===== src/rtl/core/pawa_ram.sv =====
// generic simple dual port ram with registered read
module pawa_ram #(
    parameter int WIDTH = 8,
    parameter int DEPTH = 16
) (
    input  logic                     clk,
    input  logic                     wr_en,
    input  logic [$clog2(DEPTH)-1:0] wr_addr,
    input  logic [WIDTH-1:0]         wr_data,
    input  logic                     rd_en,
    input  logic [$clog2(DEPTH)-1:0] rd_addr,
    output logic [WIDTH-1:0]         rd_data
);

    logic [WIDTH-1:0] mem [DEPTH];
    logic [WIDTH-1:0] rd_data_reg;

    always_ff @(posedge clk)
    begin
        if (wr_en)
        begin
            mem[wr_addr] <= wr_data;
        end
        if (rd_en)
        begin
            rd_data_reg <= mem[rd_addr];
        end
    end

    assign rd_data = rd_data_reg;

endmodule


===== config.mk =====
export PLATFORM = sky130hd
export DESIGN_NAME = pawa_ram
export DESIGN_NICKNAME = d
export VERILOG_FILES = /design/src/rtl/core/pawa_ram.sv
export SDC_FILE = /design/constraint.sdc
export NUM_CORES = 1
export LEC_CHECK = 0
export BUFFER_PORTS_ARGS = -buffer_cell sky130_fd_sc_hd__buf_2
export CAP_MARGIN = 20
export CORE_MARGIN = 1
export CORE_UTILIZATION = 54
export CTS_CLUSTER_SIZE = 30
export DETAILED_ROUTE_END_ITERATION = 7
export PLACE_DENSITY = 0.74
export SETUP_SLACK_MARGIN = 0.4
export SYNTH_ARGS = -nofsm -noshare
export SYNTH_HDL_FRONTEND = slang
export SYNTH_SLANG_ARGS = --single-unit

===== constraint.sdc =====
create_clock -name clk -period 1.8 [get_ports clk]
set_clock_uncertainty 0.1 [all_clocks]
set_input_delay 0.27 -clock clk [delete_from_list [all_inputs] [get_ports clk]]
set_output_delay 0.27 -clock clk [all_outputs]
set_load 0.005 [all_outputs]

# After elaboration in Yosys (flattened, before gate mapping)
# Memories as Yosys holds them, arrays and structs flattened. A register that Yosys moved wholly into a read port is not among the register bits.
# Index checks and enable logic that the tools add are counted.
dict set report word_totals {
  regBits 0
  mem_bits_rw 128
  inputBits 19
  elab_cells 3
  memories 1
}
dict set report classes {
  n_mux 2
}
# name words word_bits rd rd_ports_with_merged_regs write_ports line_no
set memory_table {}
lappend memory_table {mem 16 8 1 1 1 15} ;# logic [WIDTH-1:0] mem [DEPTH];
# op n
set ops {}
lappend ops {{$mux 1} 2}

# Longest topological paths before layout
# Gate-level depths: netlist of run 1.
dict set report logic_depth {
  word_depth 2
  ltp_mapped 5
  mapped_depth_nobuf 3
}

# Worst setup path after synthesis of run 1
# OpenSTA, ideal clock, no wires.
dict set report synth_timing {
  path_kind {input to register}
  start {in wr_addr[2]}
  end {mem mem[0][0] (enable)}
  setup_ns 0.383
  arrival_time_ns 1.380
  required_time_ns 1.317
  slack_ns -0.063
  stages 2
  n_path_buf 0
  cell_sequence {or3b_2 -> nor3_1}
}
# element line_no
set synth_rtl {}
lappend synth_rtl {{start, declared} 8} ;# input logic [$clog2(DEPTH)-1:0] wr_addr,
lappend synth_rtl {{end, declared} 15}
# No word-level cell before the write port.

==> impl_metrics.yaml, run 1 <==
sta:
  setup-tns-final_ns: 0
  finalSetupViolations: 0
  finalHoldViolations: 0
  post_route_fraction_of_the_period_consumed_by_the_critical_path: 0.826
  setup_repair_after_global_routing_missed_its_margin: "true"
  worst_slew_pin_slew_ns: 0.497
  report.final.slew_viol_count: 0
  whs_ns: 0.0267
  period_minus_slack_ns: 1.49
  relSlewSlack: 0.669
  achievable-frequency_mhz: 673
floorplanning:
  floorplan.die.height_um: 100
  fp.coreArea_um2: 9330
  die_width_um: 100
  rows: 35
  initial_core_util: 0.560
  boundaryPins: 27
  fp.dieArea_um2: 10100
synthesis:
  post-synth-top-area-fraction: 0.781
  yosys.cell_count.top_type: "edfxtp_1"
  syn_nets: 248
  syn-mean-instance-area_um2: 22.8
  synth-seq-area-share: 0.781
  synth_async_sr_flop_share: 0
  synth_enable_flop_cells: 136
  synth_largest_area_cell: "edfxtp_1"
  synth.ff_latch_count: 136
  ys_types: 18
  synth_area_leaders: "edfxtp_1, mux4_2, mux4_1"
  syn-cell-area_um2: 5230
  synth_cells: 229
  ys_dominant_reg_cell: "edfxtp_1"
  synth_commonest_cells: "edfxtp_1, mux4_2, a22oi_1"
  yosysWarningCount: 0
power_and_ir_drop:
  power_density_nw_per_um2: 1180
  pwr-share-comb: 0.048
  total_power_mw: 7.41
  power.switching_mw: 1.46
  netSwitchingFraction: 0.197
  p_leak_nw: 2.08
  clock_power_share: 0.468
  p_seq_frac: 0.484
  cellInternalPower_mw: 5.95
  irDropWorstVdd_v: 0.000858
routing:
  drtAntennaViolNets: 0
  detailedRoute.firstIterationViolations: 184
  routed_wirelength_normalized_by_instance_count_um: 23.4
  vias: 2519
  drt-vias-per-instance: 5.89
  detail_route.first_pass.iterations: 4
  postRouteWirelength_um: 10000
  drt_drc_violations_left: 0
critical_path:
  cp_cell_sequence: "mux4_2 > a22oi_2 > nand2_1"
  cp.arrival_ns: 1.65
  critical_path.endpoint_type: "flip-flop"
  path_max_fanout: 1
  crit_required_ns: 1.96
  critPathLaunch: "mem[6][1]"
  worstReg2RegStart: "mem[6][1]"
  worst-path-buf-inv: 0
  critical-path-max-stage-delay_ns: 0.50
  path_class: "reg2reg"
  critical_path.slowest_cell: "mux4_2"
  critical_path.top_delay_family: "multiplexers"
  crit_path_start_kind: "flip-flop"
hold_path:
  hold_path.startpoint: "rd_en"
  worstHoldPathType: "in2reg"
clock_network:
  cts.sink_count: 136
  clock_tree_from_tritoncts: "done"
  cts.htree.levels: 4
  post-cts-setup-buffers: 0
  cts_made_buffers: 17
  clk_pin_slew_worst_paths_ns: 0.06
  postCtsHoldBufs: 0
  clock_latency_late_sink_ns: 0.51
  cts.root.buffer_cell: "clkbuf_8"
  cts_buffer_depth: 2
run_status:
  status: "finished clean"
final_layout:
  drive_above_1_share: 0.415
  finalCoreUtilization: 0.673
  antennaDiodeCount: 0
  finalNetCount: 306
  final-instance-count-excl-fill: 428
  largest_register_ffs: 128
  flow.area_growth_from_synthesis_pct: 20.1
global_route:
  global_route.overflow_total: 0
  pin_count_of_the_biggest_net_entering_global_routing: 33
  grt_pass1_wl_um: 15100
  grt_antenna_before_repair: 0
  globalRouteTotalUtil: 0.220
  first_global_vias: 2587
placed_design:
  numPortBuffers: 26
  finalWeightedCongestion: 0.696
  place_hpwl_um: 6130
  placedCellCount: 397
flow_run:
  max_cap_violations: 0
## what timing repair did
action,CTS,global route
endpoints found under the setup margin,15,16
pin swaps,2,0
hold endpoints to repair,0,0
gates resized for setup,7,2
## through the flow
stage	area [um2]	worst slack, ns
2_1_floorplan	5250	0.230
3_3_place_gp	5640	-0.0344
3_5_place_dp	5640	-0.0851
4_1_cts	6270	0.300
5_1_grt	6280	0.264
6_report	6280	0.313
## metal layers
layer | part of all wire | GRT usage | up-vias | wire length, um
met1 | 0.41 | 0.304 | 1295 | 4140
met2 | 0.50 | 0.338 | 122 | 4960
met4 | 0.016 | 0.119 | 0 | 163
li1 | - | - | 1087 | -
met3 | 0.074 | 0.0425 | 15 | 740
met5 | 0 | 0 | - | 0
## worst paths after layout
check	endpoint	slack, ns	cells after the start
worst min-delay path	rd_data[3]	0.03	1
worst max-delay path	rd_data[1]	0.31	3
worst max register to register	rd_data[1]	0.31	3
worst min register to register	rd_data[2]	0.65	3
## logic make-up (layout without fill, tap and decap cells)
logic type / count (synthesis) / count (layout) / synth area share
flops: 136 / 136 / 0.781
buf+inv: 10 / 80 / 0.0165
simple gates: 35 / 35 / 0.0314
compound gates: 16 / 16 / 0.0230
mux: 32 / 32 / 0.148
## power by group through the flow
stage,Sequential [mW],Clock (mW),Combinational (mW)
after CTS,3.59,3.51,0.361
final,3.59,3.47,0.358
after global routing,3.59,3.62,0.387
after detailed placement,3.65,0,0.347
after floorplan,3.65,0,0.200
after global placement,3.65,0,0.339
## final cells by class
cell class | instances | area, um2
sequential | 136 | 4080
clock buffer | 17 | 414
timing repair buffer | 49 | 353
tap | 129 | 161
clock inverter | 14 | 183
multi-input combinational | 83 | 1080
fill | 580 | 3050
## cell usage in the layout (no fill, tap or decap), drive strengths merged
cell type | Yosys | routed
edfxtp | 136 | 136
buf | 7 | 49
mux4 | 32 | 32
clkbuf | 0 | 17
a22oi | 16 | 16
nor2 | 13 | 13
nand2 | 9 | 9
clkinv | 0 | 6
clkinvlp | 0 | 4
bufinv | 0 | 4
nor3 | 4 | 4
nand3b | 2 | 2
nand2b | 2 | 2
nor2b | 1 | 1
and2 | 1 | 1
and2b | 1 | 1
nand3 | 1 | 1
or3b | 1 | 1
Note: power is estimated with default switching activity, not from simulation.
==> run 2: changes to the inputs <==
Settings changed: ABC_AREA from default to 1, CORE_UTILIZATION 54 to 61, PLACE_DENSITY 0.74 to 0.79.
Clock period 1.8 ns to 1.6 ns, I/O delays scaled along.
==> run 2 against run 1 <==
Net effect: cell area increased by 12%; highest routed layer unchanged; power is 11% higher; critical path type is now reg2out; synthesized cell count is 140% higher; clock power rose by 5%; sequential power increased by 13%; critical endpoint is now rd_data[1]; routed wire length increased by 38%; utilization rose by 8.1 points.
==> impl_metrics.yaml, run 2 <==
run_status:
  status: "finished clean"
sta:
  report.final.slew_viol_count: 0
  achievable-frequency_mhz: 690
  finalSetupViolations: 0
  period_minus_slack_ns: 1.45
  setup-tns-final_ns: 0
  post_route_fraction_of_the_period_consumed_by_the_critical_path: 0.905
  fin_ws_ns: 0.151
  relSlewSlack: 0.516
  setup_repair_after_global_routing_missed_its_margin: "true"
  worst_slew_pin_slew_ns: 0.725
  finalHoldViolations: 0
routing:
  drt_drc_violations_left: 0
  postRouteWirelength_um: 13800
  drtAntennaViolNets: 0
  vias: 4083
  detail_route.first_pass.iterations: 5
  detailedRoute.firstIterationViolations: 432
  routed_wirelength_normalized_by_instance_count_um: 18.8
  drt-vias-per-instance: 5.55
critical_path:
  cp_cell_sequence: "buf_2"
  crit_path_start_kind: "flip-flop"
  path_max_fanout: 1
  critical_path.slowest_cell: "edfxtp_1"
  critical_path.top_delay_family: "flip-flops"
  cp.arrival_ns: 1.11
  critical_path.endpoint_type: "output pin"
  worst-path-buf-inv: 1
  critical-path-max-stage-delay_ns: 0.43
  path_class: "reg2out"
  crit_required_ns: 1.26
synthesis:
  syn_nets: 570
  yosys.cell_count.top_type: "nand2_1"
  syn-cell-area_um2: 5850
  synth.area.mux_share: 0
  synth.ff_latch_count: 136
  fraction_of_synthesized_cell_area_in_xor_and_xnor_cells: 0
  ys_types: 11
  synth_area_leaders: "edfxtp_1, nand2_1, nand3_1"
  yosys.area_share.simple: 0.208
  synth_async_sr_flop_share: 0
  synth_cells: 551
  syn-mean-instance-area_um2: 10.6
  synth_largest_area_cell: "edfxtp_1"
  synth_fa_ha_area_frac: 0
  main_combinational_cell_family_by_area_after_synthesis: "simple AND/OR/NAND/NOR gates"
  synth_enable_flop_cells: 136
  synth_commonest_cells: "nand2_1, edfxtp_1, inv_1"
  yosysWarningCount: 0
  synth-seq-area-share: 0.698
  synth_compound_gate_area_share: 0
  post-synth-top-area-fraction: 0.698
  ys_dominant_reg_cell: "edfxtp_1"
power_and_ir_drop:
  irDropWorstVdd_v: 0.000757
  total_power_mw: 8.24
  p_leak_nw: 3.01
  power_density_nw_per_um2: 1180
global_route:
  global_route.overflow_total: 0
  grt_pass1_wl_um: 21100
  globalRouteTotalUtil: 0.296
  first_global_vias: 3884
  grt_antenna_before_repair: 0
  pin_count_of_the_biggest_net_entering_global_routing: 65
floorplanning:
  fp.coreArea_um2: 9280
  rows: 35
  boundaryPins: 27
  die_width_um: 99.9
  initial_core_util: 0.630
  floorplan.die.height_um: 99.9
  fp.dieArea_um2: 9980
final_layout:
  most-common-layout-cells: "nand2_1, edfxtp_1, inv_1, nand3_1, nand3_2"
  largest_register_ffs: 128
  finalNetCount: 613
  drive_above_1_share: 0.237
  flow.area_growth_from_synthesis_pct: 19.7
  mostFrequentLayoutCell: "nand2_1"
  fillers: 568
  antennaDiodeCount: 0
hold_path:
  worstHoldPathType: "in2reg"
clock_network:
  cts.htree.levels: 4
  cts.root.buffer_cell: "clkbuf_8"
  post-cts-setup-buffers: 0
  clk_pin_slew_worst_paths_ns: 0.06
  cts_made_buffers: 17
  cts_buffer_depth: 2
  clock_latency_late_sink_ns: 0.52
  clock_tree_from_tritoncts: "done"
  cts.sink_count: 136
placed_design:
  numPortBuffers: 26
  place_hpwl_um: 8050
  place_ws_ns: 0.0657
  finalWeightedCongestion: 0.912
flow_run:
  max_cap_violations: 0
## run 2: cell types whose count changed after synthesis, sizes merged, moves of 2 or more
cell / change
a22oi: -16
buf: +17
clkdlybuf4s25: -3
inv: +102
mux4: -32
nand2: +164
nand2b: -2
nand3: +96
nor2: +4
nor3: -4
## run 2: path summary, 6_finish.rpt
kind	from	to	slack (ns)	cells past startpoint
worst max register to register	mem[15][3]	rd_data[3]	0.34	6
worst min register to register	mem[13][2]	rd_data[2]	0.65	6
worst max-delay path	rd_data[1]	rd_data[1]	0.15	1
worst min-delay path	wr_data[4]	mem[10][4]	0.03	1
## run 2: layout make-up
class,count,area (um2),share of cell area
Sequential cell,136,4080,0.583
Clock buffer,19,422,0.0602
Inverter,102,383,0.0547
Timing Repair Buffer,48,323,0.0461
Multi-Input combinational cell,289,1500,0.214
Clock inverter,13,131,0.0188
Tap cell,129,161,0.0231
## run 2: cell families after synthesis
logic type    after synthesis
flops                     136
simple gates              289
buf+inv                   126
## run 2: metrics by stage
step	util	instance area, um2	hold slack [ns]	instances
after detailed placement	0.665	6170	0.534	703
after global routing	0.754	7000	0.0191	736
after CTS	0.731	6780	0.0193	736
after global placement	0.665	6170	0.528	703
final	0.754	7000	0.0316	736
after floorplan	-	5860	0.239	551
## run 2: what timing repair did
item / CTS / global route
resized for setup: 10 / 50
hold buffers: 1 / 0
hold endpoints to repair: 5 / 0
setup endpoints to repair: 15 / 16
pin swaps: 8 / 43
## run 2: routing by layer
layer	GRT usage	part of all wire	routed length [um]
met1	0.409	0.40	5550
met2	0.449	0.47	6550
met3	0.0794	0.091	1260
met4	0.129	0.034	471
met5	0	0	0
## run 2: power by group
group / total [mW] / switching (mW) / internal (mW)
clock: 3.64 / 1.44 / 2.20
combinational: 0.561 / 0.393 / 0.168
sequential: 4.04 / 0.0276 / 4.02
