[src/rtl/core/pawa_pkg.sv]
// types, constants and codes shared by the paged access block
package pawa_pkg;

    // geometry of the virtual space and of the frame store
    localparam int PAGE_WORDS  = 8;
    localparam int NUM_PAGES   = 32;
    localparam int NUM_FRAMES  = 16;
    localparam int STORE_WORDS = NUM_FRAMES * PAGE_WORDS;

    localparam int OFFS_W  = $clog2(PAGE_WORDS);
    localparam int PAGE_W  = $clog2(NUM_PAGES);
    localparam int FRAME_W = $clog2(NUM_FRAMES);
    localparam int LOC_W   = $clog2(STORE_WORDS);

    // fixed field widths
    localparam int FUNC_W  = 3;
    localparam int ADDR_W  = 12;
    localparam int DATA_W  = 32;
    localparam int PNUM_W  = 5;
    localparam int FNUM_W  = 4;
    localparam int AGE_W   = 8;
    localparam int CNT_W   = 16;
    localparam int VPAGE_W = ADDR_W - OFFS_W;

    // function codes
    localparam logic [FUNC_W-1:0] FN_READ    = 3'd0;
    localparam logic [FUNC_W-1:0] FN_WRITE   = 3'd1;
    localparam logic [FUNC_W-1:0] FN_INSTALL = 3'd2;
    localparam logic [FUNC_W-1:0] FN_REMOVE  = 3'd3;
    localparam logic [FUNC_W-1:0] FN_QUERY   = 3'd4;

    // configuration register indexes
    localparam int CFG_IDX_W = 1;
    localparam logic [CFG_IDX_W-1:0] CFG_AGING_ENABLE = 1'd0;
    localparam logic [CFG_IDX_W-1:0] CFG_AGE_INTERVAL = 1'd1;
    localparam logic [CNT_W-1:0]     AGE_INTERVAL_RST = 16'd20;

    typedef struct packed {
        logic [FUNC_W-1:0]        func;
        logic [ADDR_W-1:0]        address;
        logic signed [DATA_W-1:0] write_data;
        logic [PNUM_W-1:0]        page_idx;
        logic [FNUM_W-1:0]        frame_number;
    } in_item_t;

    typedef struct packed {
        logic signed [DATA_W-1:0] read_data;
        logic                     fault;
        logic [PNUM_W-1:0]        fault_page;
        logic                     range_error;
        logic                     entry_valid;
        logic                     entry_ref;
        logic                     entry_dirty;
        logic [AGE_W-1:0]         entry_age;
        logic                     aged;
    } out_item_t;

    typedef struct packed {
        logic             aging_enable;
        logic [CNT_W-1:0] age_interval;
    } cfg_t;

    // one page table word
    typedef struct packed {
        logic [FRAME_W-1:0] frame;
        logic               ref_mark;
        logic               dirty;
        logic [AGE_W-1:0]   age;
    } pt_entry_t;

    typedef enum logic [2:0] {
        ST_IDLE,
        ST_ACCESS,
        ST_READ_WAIT,
        ST_INSTALL,
        ST_ENTRY,
        ST_RESP,
        ST_SWEEP,
        ST_SWEEP_LAST
    } state_t;

endpackage

[src/rtl/core/pawa_ctrl.sv]
// sequencer: translation, page table upkeep, aging sweep and result register
module pawa_ctrl
    import pawa_pkg::*;
(
    input  logic                clk,
    input  logic                rst_n,
    input  cfg_t                cfg,
    input  logic                req_valid,
    output logic                req_stall,
    input  in_item_t            req,
    output logic                rsp_valid,
    input  logic                rsp_stall,
    output out_item_t           rsp,
    output logic                pt_rd_en,
    output logic [PAGE_W-1:0]   pt_rd_addr,
    input  pt_entry_t           pt_rd_data,
    output logic                pt_wr_en,
    output logic [PAGE_W-1:0]   pt_wr_addr,
    output pt_entry_t           pt_wr_data,
    output logic                own_rd_en,
    output logic [FRAME_W-1:0]  own_rd_addr,
    input  logic [PAGE_W-1:0]   own_rd_data,
    output logic                own_wr_en,
    output logic [FRAME_W-1:0]  own_wr_addr,
    output logic [PAGE_W-1:0]   own_wr_data,
    output logic                dat_rd_en,
    output logic [LOC_W-1:0]    dat_rd_addr,
    input  logic [DATA_W-1:0]   dat_rd_data,
    output logic                dat_wr_en,
    output logic [LOC_W-1:0]    dat_wr_addr,
    output logic [DATA_W-1:0]   dat_wr_data
);

    state_t                  state_reg, state_next;
    in_item_t                item_reg, item_next;
    out_item_t               res_reg, res_next;
    out_item_t               rsp_reg, rsp_next;
    logic                    rsp_valid_reg, rsp_valid_next;
    logic                    aged_reg, aged_next;
    logic [CNT_W-1:0]        counter_reg, counter_next;
    logic [NUM_PAGES-1:0]    valid_reg, valid_next;
    logic [NUM_PAGES-1:0]    init_reg, init_next;
    logic [NUM_FRAMES-1:0]   owned_reg, owned_next;
    logic [PAGE_W-1:0]       sweep_idx_reg, sweep_idx_next;
    logic                    pend_reg, pend_next;
    logic [PAGE_W-1:0]       pend_idx_reg, pend_idx_next;

    logic [VPAGE_W-1:0]      vpage_in;
    logic                    vpage_in_range;
    logic [VPAGE_W-1:0]      vpage_cur;
    logic [PAGE_W-1:0]       vidx;
    logic [PAGE_W-1:0]       pidx;
    logic [FRAME_W-1:0]      fidx;
    logic                    out_free;
    logic [CNT_W:0]          cnt_inc;
    logic                    cnt_hit;
    logic                    aged_now;
    logic                    old_valid;
    logic                    own_taken;
    pt_entry_t               ent;
    logic                    emit;
    out_item_t               emit_item;

    assign vpage_in       = req.address[ADDR_W-1:OFFS_W];
    assign vpage_in_range = int'(vpage_in) < NUM_PAGES;
    assign vpage_cur      = item_reg.address[ADDR_W-1:OFFS_W];
    assign vidx           = vpage_cur[PAGE_W-1:0];
    assign pidx           = item_reg.page_idx[PAGE_W-1:0];
    assign fidx           = item_reg.frame_number[FRAME_W-1:0];
    assign out_free       = !rsp_valid_reg || !rsp_stall;

    // access counter, an interval of zero behaves as one
    assign cnt_inc  = {1'b0, counter_reg} + {{CNT_W{1'b0}}, 1'b1};
    assign cnt_hit  = cnt_inc >= {1'b0, cfg.age_interval};
    assign aged_now = cnt_hit && cfg.aging_enable;

    always_ff @(posedge clk or negedge rst_n)
    begin
        if (!rst_n)
        begin
            state_reg     <= ST_IDLE;
            rsp_valid_reg <= 1'b0;
            aged_reg      <= 1'b0;
            counter_reg   <= '0;
            valid_reg     <= '0;
            init_reg      <= '0;
            owned_reg     <= '0;
            sweep_idx_reg <= '0;
            pend_reg      <= 1'b0;
            pend_idx_reg  <= '0;
        end
        else
        begin
            state_reg     <= state_next;
            rsp_valid_reg <= rsp_valid_next;
            aged_reg      <= aged_next;
            counter_reg   <= counter_next;
            valid_reg     <= valid_next;
            init_reg      <= init_next;
            owned_reg     <= owned_next;
            sweep_idx_reg <= sweep_idx_next;
            pend_reg      <= pend_next;
            pend_idx_reg  <= pend_idx_next;
        end
    end

    always_ff @(posedge clk)
    begin
        item_reg <= item_next;
        res_reg  <= res_next;
        rsp_reg  <= rsp_next;
    end

    always_comb
    begin
        state_next     = state_reg;
        item_next      = item_reg;
        res_next       = res_reg;
        aged_next      = aged_reg;
        counter_next   = counter_reg;
        valid_next     = valid_reg;
        init_next      = init_reg;
        owned_next     = owned_reg;
        sweep_idx_next = sweep_idx_reg;
        pend_next      = 1'b0;
        pend_idx_next  = pend_idx_reg;
        rsp_valid_next = rsp_valid_reg && rsp_stall;
        rsp_next       = rsp_reg;

        req_stall   = state_reg != ST_IDLE;
        pt_rd_en    = 1'b0;
        pt_rd_addr  = pidx;
        pt_wr_en    = 1'b0;
        pt_wr_addr  = pidx;
        pt_wr_data  = pt_rd_data;
        own_rd_en   = 1'b0;
        own_rd_addr = fidx;
        own_wr_en   = 1'b0;
        own_wr_addr = fidx;
        own_wr_data = pidx;
        dat_rd_en   = 1'b0;
        dat_rd_addr = {pt_rd_data.frame, item_reg.address[OFFS_W-1:0]};
        dat_wr_en   = 1'b0;
        dat_wr_addr = {pt_rd_data.frame, item_reg.address[OFFS_W-1:0]};
        dat_wr_data = item_reg.write_data;

        emit      = 1'b0;
        emit_item = '0;
        old_valid = valid_reg[pidx];
        own_taken = owned_reg[fidx] && !(old_valid && (pt_rd_data.frame == fidx));

        // entry as stored, a never installed page reads as cleared
        ent = pt_rd_data;
        if (!init_reg[pidx])
        begin
            ent.ref_mark = 1'b0;
            ent.dirty    = 1'b0;
            ent.age      = '0;
        end

        unique case (state_reg)
            ST_IDLE:
            begin
                if (req_valid)
                begin
                    item_next = req;
                    res_next  = '0;
                    state_next = ST_RESP;
                    if ((req.func == FN_READ) || (req.func == FN_WRITE))
                    begin
                        res_next.fault_page = vpage_in[PNUM_W-1:0];
                        if (!vpage_in_range)
                        begin
                            res_next.range_error = 1'b1;
                        end
                        else if (!valid_reg[vpage_in[PAGE_W-1:0]])
                        begin
                            res_next.fault = 1'b1;
                        end
                        else
                        begin
                            pt_rd_en   = 1'b1;
                            pt_rd_addr = vpage_in[PAGE_W-1:0];
                            state_next = ST_ACCESS;
                        end
                    end
                    else if (req.func == FN_INSTALL)
                    begin
                        if ((int'(req.page_idx) >= NUM_PAGES) ||
                            (int'(req.frame_number) >= NUM_FRAMES))
                        begin
                            res_next.range_error = 1'b1;
                        end
                        else
                        begin
                            pt_rd_en    = 1'b1;
                            pt_rd_addr  = req.page_idx[PAGE_W-1:0];
                            own_rd_en   = 1'b1;
                            own_rd_addr = req.frame_number[FRAME_W-1:0];
                            state_next  = ST_INSTALL;
                        end
                    end
                    else if ((req.func == FN_REMOVE) || (req.func == FN_QUERY))
                    begin
                        if (int'(req.page_idx) >= NUM_PAGES)
                        begin
                            res_next.range_error = 1'b1;
                        end
                        else
                        begin
                            pt_rd_en   = 1'b1;
                            pt_rd_addr = req.page_idx[PAGE_W-1:0];
                            state_next = ST_ENTRY;
                        end
                    end
                end
            end

            ST_ACCESS:
            begin
                pt_wr_addr          = vidx;
                pt_wr_data          = pt_rd_data;
                pt_wr_data.ref_mark = 1'b1;
                if (item_reg.func == FN_READ)
                begin
                    dat_rd_en    = 1'b1;
                    pt_wr_en     = 1'b1;
                    counter_next = cnt_hit ? '0 : cnt_inc[CNT_W-1:0];
                    aged_next    = aged_now;
                    state_next   = ST_READ_WAIT;
                end
                else if (out_free)
                begin
                    dat_wr_en            = 1'b1;
                    pt_wr_en             = 1'b1;
                    pt_wr_data.dirty     = 1'b1;
                    counter_next         = cnt_hit ? '0 : cnt_inc[CNT_W-1:0];
                    emit                 = 1'b1;
                    emit_item.fault_page = vpage_cur[PNUM_W-1:0];
                    emit_item.aged       = aged_now;
                    state_next           = aged_now ? ST_SWEEP : ST_IDLE;
                end
            end

            ST_READ_WAIT:
            begin
                if (out_free)
                begin
                    emit                 = 1'b1;
                    emit_item.read_data  = dat_rd_data;
                    emit_item.fault_page = vpage_cur[PNUM_W-1:0];
                    emit_item.aged       = aged_reg;
                    state_next           = aged_reg ? ST_SWEEP : ST_IDLE;
                end
            end

            ST_INSTALL:
            begin
                if (out_free)
                begin
                    // free the page's old frame, then unmap the frame's old page
                    if (old_valid)
                    begin
                        owned_next[pt_rd_data.frame] = 1'b0;
                    end
                    if (own_taken)
                    begin
                        valid_next[own_rd_data] = 1'b0;
                    end
                    valid_next[pidx] = 1'b1;
                    init_next[pidx]  = 1'b1;
                    owned_next[fidx] = 1'b1;
                    pt_wr_en         = 1'b1;
                    pt_wr_data       = '0;
                    pt_wr_data.frame = fidx;
                    own_wr_en        = 1'b1;
                    emit             = 1'b1;
                    state_next       = ST_IDLE;
                end
            end

            ST_ENTRY:
            begin
                if (out_free)
                begin
                    emit                  = 1'b1;
                    emit_item.entry_valid = old_valid;
                    emit_item.entry_ref   = ent.ref_mark;
                    emit_item.entry_dirty = ent.dirty;
                    emit_item.entry_age   = ent.age;
                    if (item_reg.func == FN_REMOVE)
                    begin
                        if (old_valid)
                        begin
                            owned_next[pt_rd_data.frame] = 1'b0;
                        end
                        valid_next[pidx]    = 1'b0;
                        init_next[pidx]     = 1'b1;
                        pt_wr_en            = 1'b1;
                        pt_wr_data.ref_mark = 1'b0;
                        pt_wr_data.dirty    = 1'b0;
                        pt_wr_data.age      = '0;
                    end
                    state_next = ST_IDLE;
                end
            end

            ST_RESP:
            begin
                if (out_free)
                begin
                    emit       = 1'b1;
                    emit_item  = res_reg;
                    state_next = ST_IDLE;
                end
            end

            ST_SWEEP:
            begin
                // read one entry while the one before is written back
                pt_rd_en      = 1'b1;
                pt_rd_addr    = sweep_idx_reg;
                pend_next     = 1'b1;
                pend_idx_next = sweep_idx_reg;
                if (int'(sweep_idx_reg) == NUM_PAGES - 1)
                begin
                    sweep_idx_next = '0;
                    state_next     = ST_SWEEP_LAST;
                end
                else
                begin
                    sweep_idx_next = sweep_idx_reg + 1'b1;
                end
            end

            ST_SWEEP_LAST:
            begin
                state_next = ST_IDLE;
            end

            default:
            begin
                state_next = ST_IDLE;
            end
        endcase

        // aging write-back, only mapped pages move
        if (pend_reg && valid_reg[pend_idx_reg])
        begin
            pt_wr_en            = 1'b1;
            pt_wr_addr          = pend_idx_reg;
            pt_wr_data          = pt_rd_data;
            pt_wr_data.age      = {pt_rd_data.ref_mark, pt_rd_data.age[AGE_W-1:1]};
            pt_wr_data.ref_mark = 1'b0;
        end

        if (emit)
        begin
            rsp_valid_next = 1'b1;
            rsp_next       = emit_item;
        end
    end

    assign rsp_valid = rsp_valid_reg;
    assign rsp       = rsp_reg;

endmodule

[config.mk]
export PLATFORM = sky130hd
export DESIGN_NAME = pawa_ctrl
export DESIGN_NICKNAME = d
export VERILOG_FILES = /design/src/rtl/core/pawa_pkg.sv /design/src/rtl/core/pawa_ctrl.sv
export SDC_FILE = /design/constraint.sdc
export NUM_CORES = 1
export LEC_CHECK = 0
export BUFFER_PORTS_ARGS = -buffer_cell sky130_fd_sc_hd__buf_2
export CAP_MARGIN = 20
export CORE_MARGIN = 5
export CORE_UTILIZATION = 59
export CTS_BUF_LIST = sky130_fd_sc_hd__clkbuf_16
export DETAILED_ROUTE_END_ITERATION = 12
export PLACE_DENSITY_LB_ADDON = 0.3
export SLEW_MARGIN = 0
export SYNTH_ARGS = -nofsm -noshare
export SYNTH_HDL_FRONTEND = slang
export SYNTH_SLANG_ARGS = --single-unit
[constraint.sdc]
create_clock -name clk -period 11.2 [get_ports clk]
set_clock_uncertainty 0.05 [all_clocks]
set_input_delay 1.12 -clock clk [delete_from_list [all_inputs] [get_ports clk]]
set_output_delay 1.12 -clock clk [all_outputs]
set_load 0.01 [all_outputs]
[Word-level counts from Yosys, hierarchy flattened]
Index checks and enable logic that the tools add are counted.
Storage, ports and cells
  flip-flop bits (word level): 222
  bits in latches: 0
  memory bits (writable): 0
  ROM bits: 0
  bits of input ports: 128
  output and inout port bits: 142
  word-level logic and storage cells: 217
  memories: 0
Operators by class
  add/sub/neg operators: 2
  $mul: 0
  divide/modulo/power cells: 0
  magnitude comparators: 12
  eq/ne operators: 22
  shift operators: 0
  muxes and demuxes: 115
  bitwise logic cells: 9
  reduce and logical (&&, ||, !) cells: 30
Operator list (number)
  32-bit 2-to-1 mux: 10
  32-bit case mux with 2 select lines: 3
  16-bit 2-to-1 mux: 9
  32-bit AND: 2
  32-bit NOT: 2
  32-bit bitwise OR: 2
  5-bit 2-to-1 mux: 11
  1-bit 2-to-1 mux: 39
  3-bit 2-to-1 mux: 12
  16-bit case mux with 2 select lines: 1
  10-bit 2-to-1 mux: 3
  10-bit case mux with 3 select lines: 1
  14-bit 2-to-1 mux: 2
  5-bit by 6-bit less-than comparator with 1-bit output, second input constant: 4
  11-bit case mux with 2 select lines: 1
  1-bit binary-select mux with 5-bit select: 4
  4-bit 2-to-1 mux: 5
  18-bit 2-to-1 mux: 1
  3-bit case mux with 6 select lines: 1
  16-bit by 1-bit adder with 17-bit output, second input constant: 1
  17-bit by 16-bit greater-or-equal comparator with 1-bit output: 1
  16-bit AND: 1
  16-bit NOT: 1
  16-bit bitwise OR: 1
  other kinds (32): 72

[Longest topological paths before layout]
  depth after elaboration: 12
  gate-level depth with buffers: 15
  depth with buffers taken out: 13

[Least setup slack after synthesis]
No wires, ideal clock.
  path type: input-to-output
  start: input port req_valid
  end: output port pt_rd_addr[0]
  data arrival time: 3682 ps
  data required time: 10030 ps
  slack: 6348 ps
  cell stages on the path: 6
  path buffers: 0
  cell sequence: nand2_1 > clkinv_1 > nor2_1 > inv_1 > a31o_2 > o21ai_0
On the way
  longest elaborated chain between the ends: 2
RTL lines
  start, declared: RTL line pawa_ctrl.sv:8  | input logic req_valid,
  5-bit 2-to-1 mux: RTL line pawa_ctrl.sv:164  | if (req_valid)
  5-bit case mux with 2 select lines: RTL line pawa_ctrl.sv:161  | unique case (state_reg)
  end, declared: RTL line pawa_ctrl.sv:15  | output logic [PAGE_W-1:0] pt_rd_addr,
Every way passes these cells.

[Worst setup path in the final report]
  start: input port req[44] in the netlist's numbering
  end: output port pt_rd_addr[1]
On the way
  longest elaborated chain between the ends: 7
  elaborated cells between the ends (all ways): 8
  those cells by class: order compare: 1; mux: 7
RTL lines
  start, declared: RTL line pawa_ctrl.sv:10  | input in_item_t req,
  1-bit binary-select mux with 5-bit select: RTL line pawa_ctrl.sv:176  | else if (!valid_reg[vpage_in[PAGE_W-1:0]])
  1-bit 2-to-1 mux (implied by the code): RTL line pawa_ctrl.sv:176
  5-bit 2-to-1 mux: RTL line pawa_ctrl.sv:176
  5-bit 2-to-1 mux *: RTL line pawa_ctrl.sv:172  | if (!vpage_in_range)
  5-bit 2-to-1 mux *: RTL line pawa_ctrl.sv:169  | if ((req.func == FN_READ) || (req.func == FN_WRITE))
  5-bit 2-to-1 mux *: RTL line pawa_ctrl.sv:164
  5-bit case mux with 2 select lines *: RTL line pawa_ctrl.sv:161
Mark *: on every way between the ends. The rest lies on a longest branch, timed or not. The select of a mux whose other input is x is not followed.

==> impl_metrics.yaml <==
die:
  fp-row-count: 52
  dieWidth_um: 154
  initial_utilization: 0.603
  pin_count: 270
  dieArea_um2: 23700
  die_h_um: 154
  core_um2: 20300
drt:
  drtAntennaViolNets: 0
  drt_iter0_markers: 1177
  dr.pass1.iters: 6
  vias: 9713
  wl_per_cell_um: 20.8
  route.detailed.drc: 0
  vias_per_cell: 6.10
  wl_um: 33200
logic_synthesis:
  syn_area_um2: 12200
  synth-edff-count: 110
  synth-simple-area-share: 0.169
  ys_seq_area_frac: 0.499
  postSynthAreaPerCell_um2: 11.0
  syn_inst: 1116
  synth_nets: 1263
  async_flop_share: 0.505
  synth.top_cell.area_share: 0.270
  synth_cell_types: 81
  yosysWarningCount: 0
  synth_compound_area_frac: 0.127
  synth_seq_cells: 222
  synthMuxAreaShare: 0.105
  synth_top_family_by_area: "simple AND/OR/NAND/NOR gates"
  synthAdderAreaFrac: 0.0194
  yosysTopAreaCell: "edfxtp_1"
  synth_xor_area_frac: 0.0129
  ys_top_cells_by_area: "edfxtp_1, dfrtp_1, mux4_2, nand2_1, buf_4"
  synth_ff_type: "dfrtp_1"
clock_network:
  cts_tree: "done"
  cts-root-buf: "clkbuf_16"
  cts_resized: 0
  cts_buffer_depth: 3
  cts_sinks: 222
  cts_htree_levels: 1
  clk_pin_slew_worst_paths_ps: 50
  worstSkewPairLatency_ps: 520
  post-cts-setup-buffers: 0
  holdBufCountCts: 0
  numCtsBuffers: 24
final_layout:
  nets: 1450
  largest_reg_flops: 51
  drive_gt1_frac: 0.294
  final_common_cell: "buf_2"
  syn_to_final_growth_pct: 14.7
  final_cell_mix: "buf_2, nand2_1, dfrtp_1"
  nFillCells: 1515
timing:
  rsz0062_at_grt: "false"
  fin_crit_ps: 4720
  setup_tns_ps: 0
  holdWs_ps: 408
  fmax_ghz: 0.212
  fin_crit_sh: 0.422
  setup_viol: 0
  drv_slew: 0
  slew_headroom: 0.191
  tightest_slew_ps: 1210
  timing.final.hold_violations: 0
pwr:
  p_leak_nw: 6.38
  power_frac_seq: 0.437
  p_sw_frac: 0.355
  internal-power_mw: 1.90
  total_power_mw: 2.94
  power.net_switching_mw: 1.04
  clkPwrFrac: 0.239
  max-vdd-ir-drop_uv: 129
  combPwrFrac: 0.324
  power_density_nw_per_um2: 210
grt:
  grt_max_degree: 71
  grt_overflow: 0
  grt_use_total: 0.269
  grt_pass1_wl_um: 51800
  grt_pass1_vias: 9274
  grt_antenna_before_repair: 2
status:
  outcome: "complete, no violations"
critical_path:
  worstPathArrival_ps: 3550
  worst_setup_path_end_kind: "output port"
  worstSetupPathType: "in -> out"
  startpoint_type: "primary input"
  critPathMaxFanout: 19
  worst_ep_required_time_ps: 10030
  rr_worst_depth: 11
hold_path:
  min_path_cells: 1
  hold_class: "reg -> reg"
placed_design:
  port_buffers: 269
  dpl.hpwl_um: 23900
  gp_congestion: 0.921
flow_run:
  drv_cap: 0
[path summary, 6_finish.rpt]
path / to / startpoint / slack (ps)
max in group asynchronous: sweep_idx_reg[3] / rst_n / 9220
min: init_reg[29] / init_reg[29] / 410
min in group asynchronous: valid_reg[7] / rst_n / 550
min reg2reg: init_reg[29] / init_reg[29] / 410
max reg2reg: counter_reg[15] / counter_reg[0] / 6880
max: pt_rd_addr[1] / req[44] / 6480
[per-layer routing]
metal  vias up  track usage  routed length [µm]
met2       517        0.446               16400
met3        67       0.0483                2870
met5         -            0                   0
met1      4695        0.370               13000
met4         0       0.0698                 875
li1       4434            -                   -
[power groups by stage]
stage	clock (mW)	sequential (mW)	combinational (mW)
finish	0.702	1.29	0.953
global route	0.750	1.31	1.03
CTS	0.712	1.28	0.952
detailed placement	0	1.29	0.946
global placement	0	1.29	0.926
floorplan	0	1.27	0.638
[final cells by class]
cell class              instances  area (µm²)  share of cell area
flip-flops and latches        222        6110               0.435
multi-input cells             741        5310               0.379
repair buffers                282        1450               0.104
clock buffers                  24         601              0.0428
well taps                     270         338              0.0241
inverters                      32         120             0.00856
clock inverters                19        90.1             0.00642
diodes                          3        7.51            0.000535
[Yosys cell counts (7+ instances only)]
library cell,instances
a21oi_1,16
a22o_1,9
a22oi_1,7
a31o_2,11
a31oi_1,15
and2_1,59
and3_1,9
buf_2,13
buf_4,57
clkbuf_1,47
dfrtp_1,112
edfxtp_1,110
ha_1,19
inv_1,30
mux2_2,14
mux2i_1,38
mux4_1,7
mux4_2,25
nand2_1,122
nand2b_1,33
nand3_1,52
nor2_1,45
nor2b_1,12
nor3_1,15
nor4_1,8
o211ai_1,8
o21ai_0,72
o31ai_1,14
or2_2,8
xor2_1,12
[cells by family after synthesis]
group                      after synthesis
AOI/OAI and AO/OA                      222
and+or+nand+nor                        398
xor gates and xnor gates                18
adders and majority gates               19
buffers and inverters                  153
muxes                                   84
DFF                                    222
[through the flow]
step	setup slack [ps]	std cells	area [µm²]	utilization
global route	6360	1592	14000	0.691
detailed placement	6500	1546	13300	0.656
global placement	6550	1546	13300	0.656
floorplan	6350	1116	12200	-
finish	6480	1593	14000	0.691
CTS	6480	1589	14000	0.690
[worst max-delay path, cell delays in order]
cell and delay, ps:
buf_2 410, mux2i_1 150, mux4_2 480, mux2_2 310, o221ai_4 350, mux2_2 380
o211ai_1 160, buf_2 180
(Power assumes the default switching activity.)
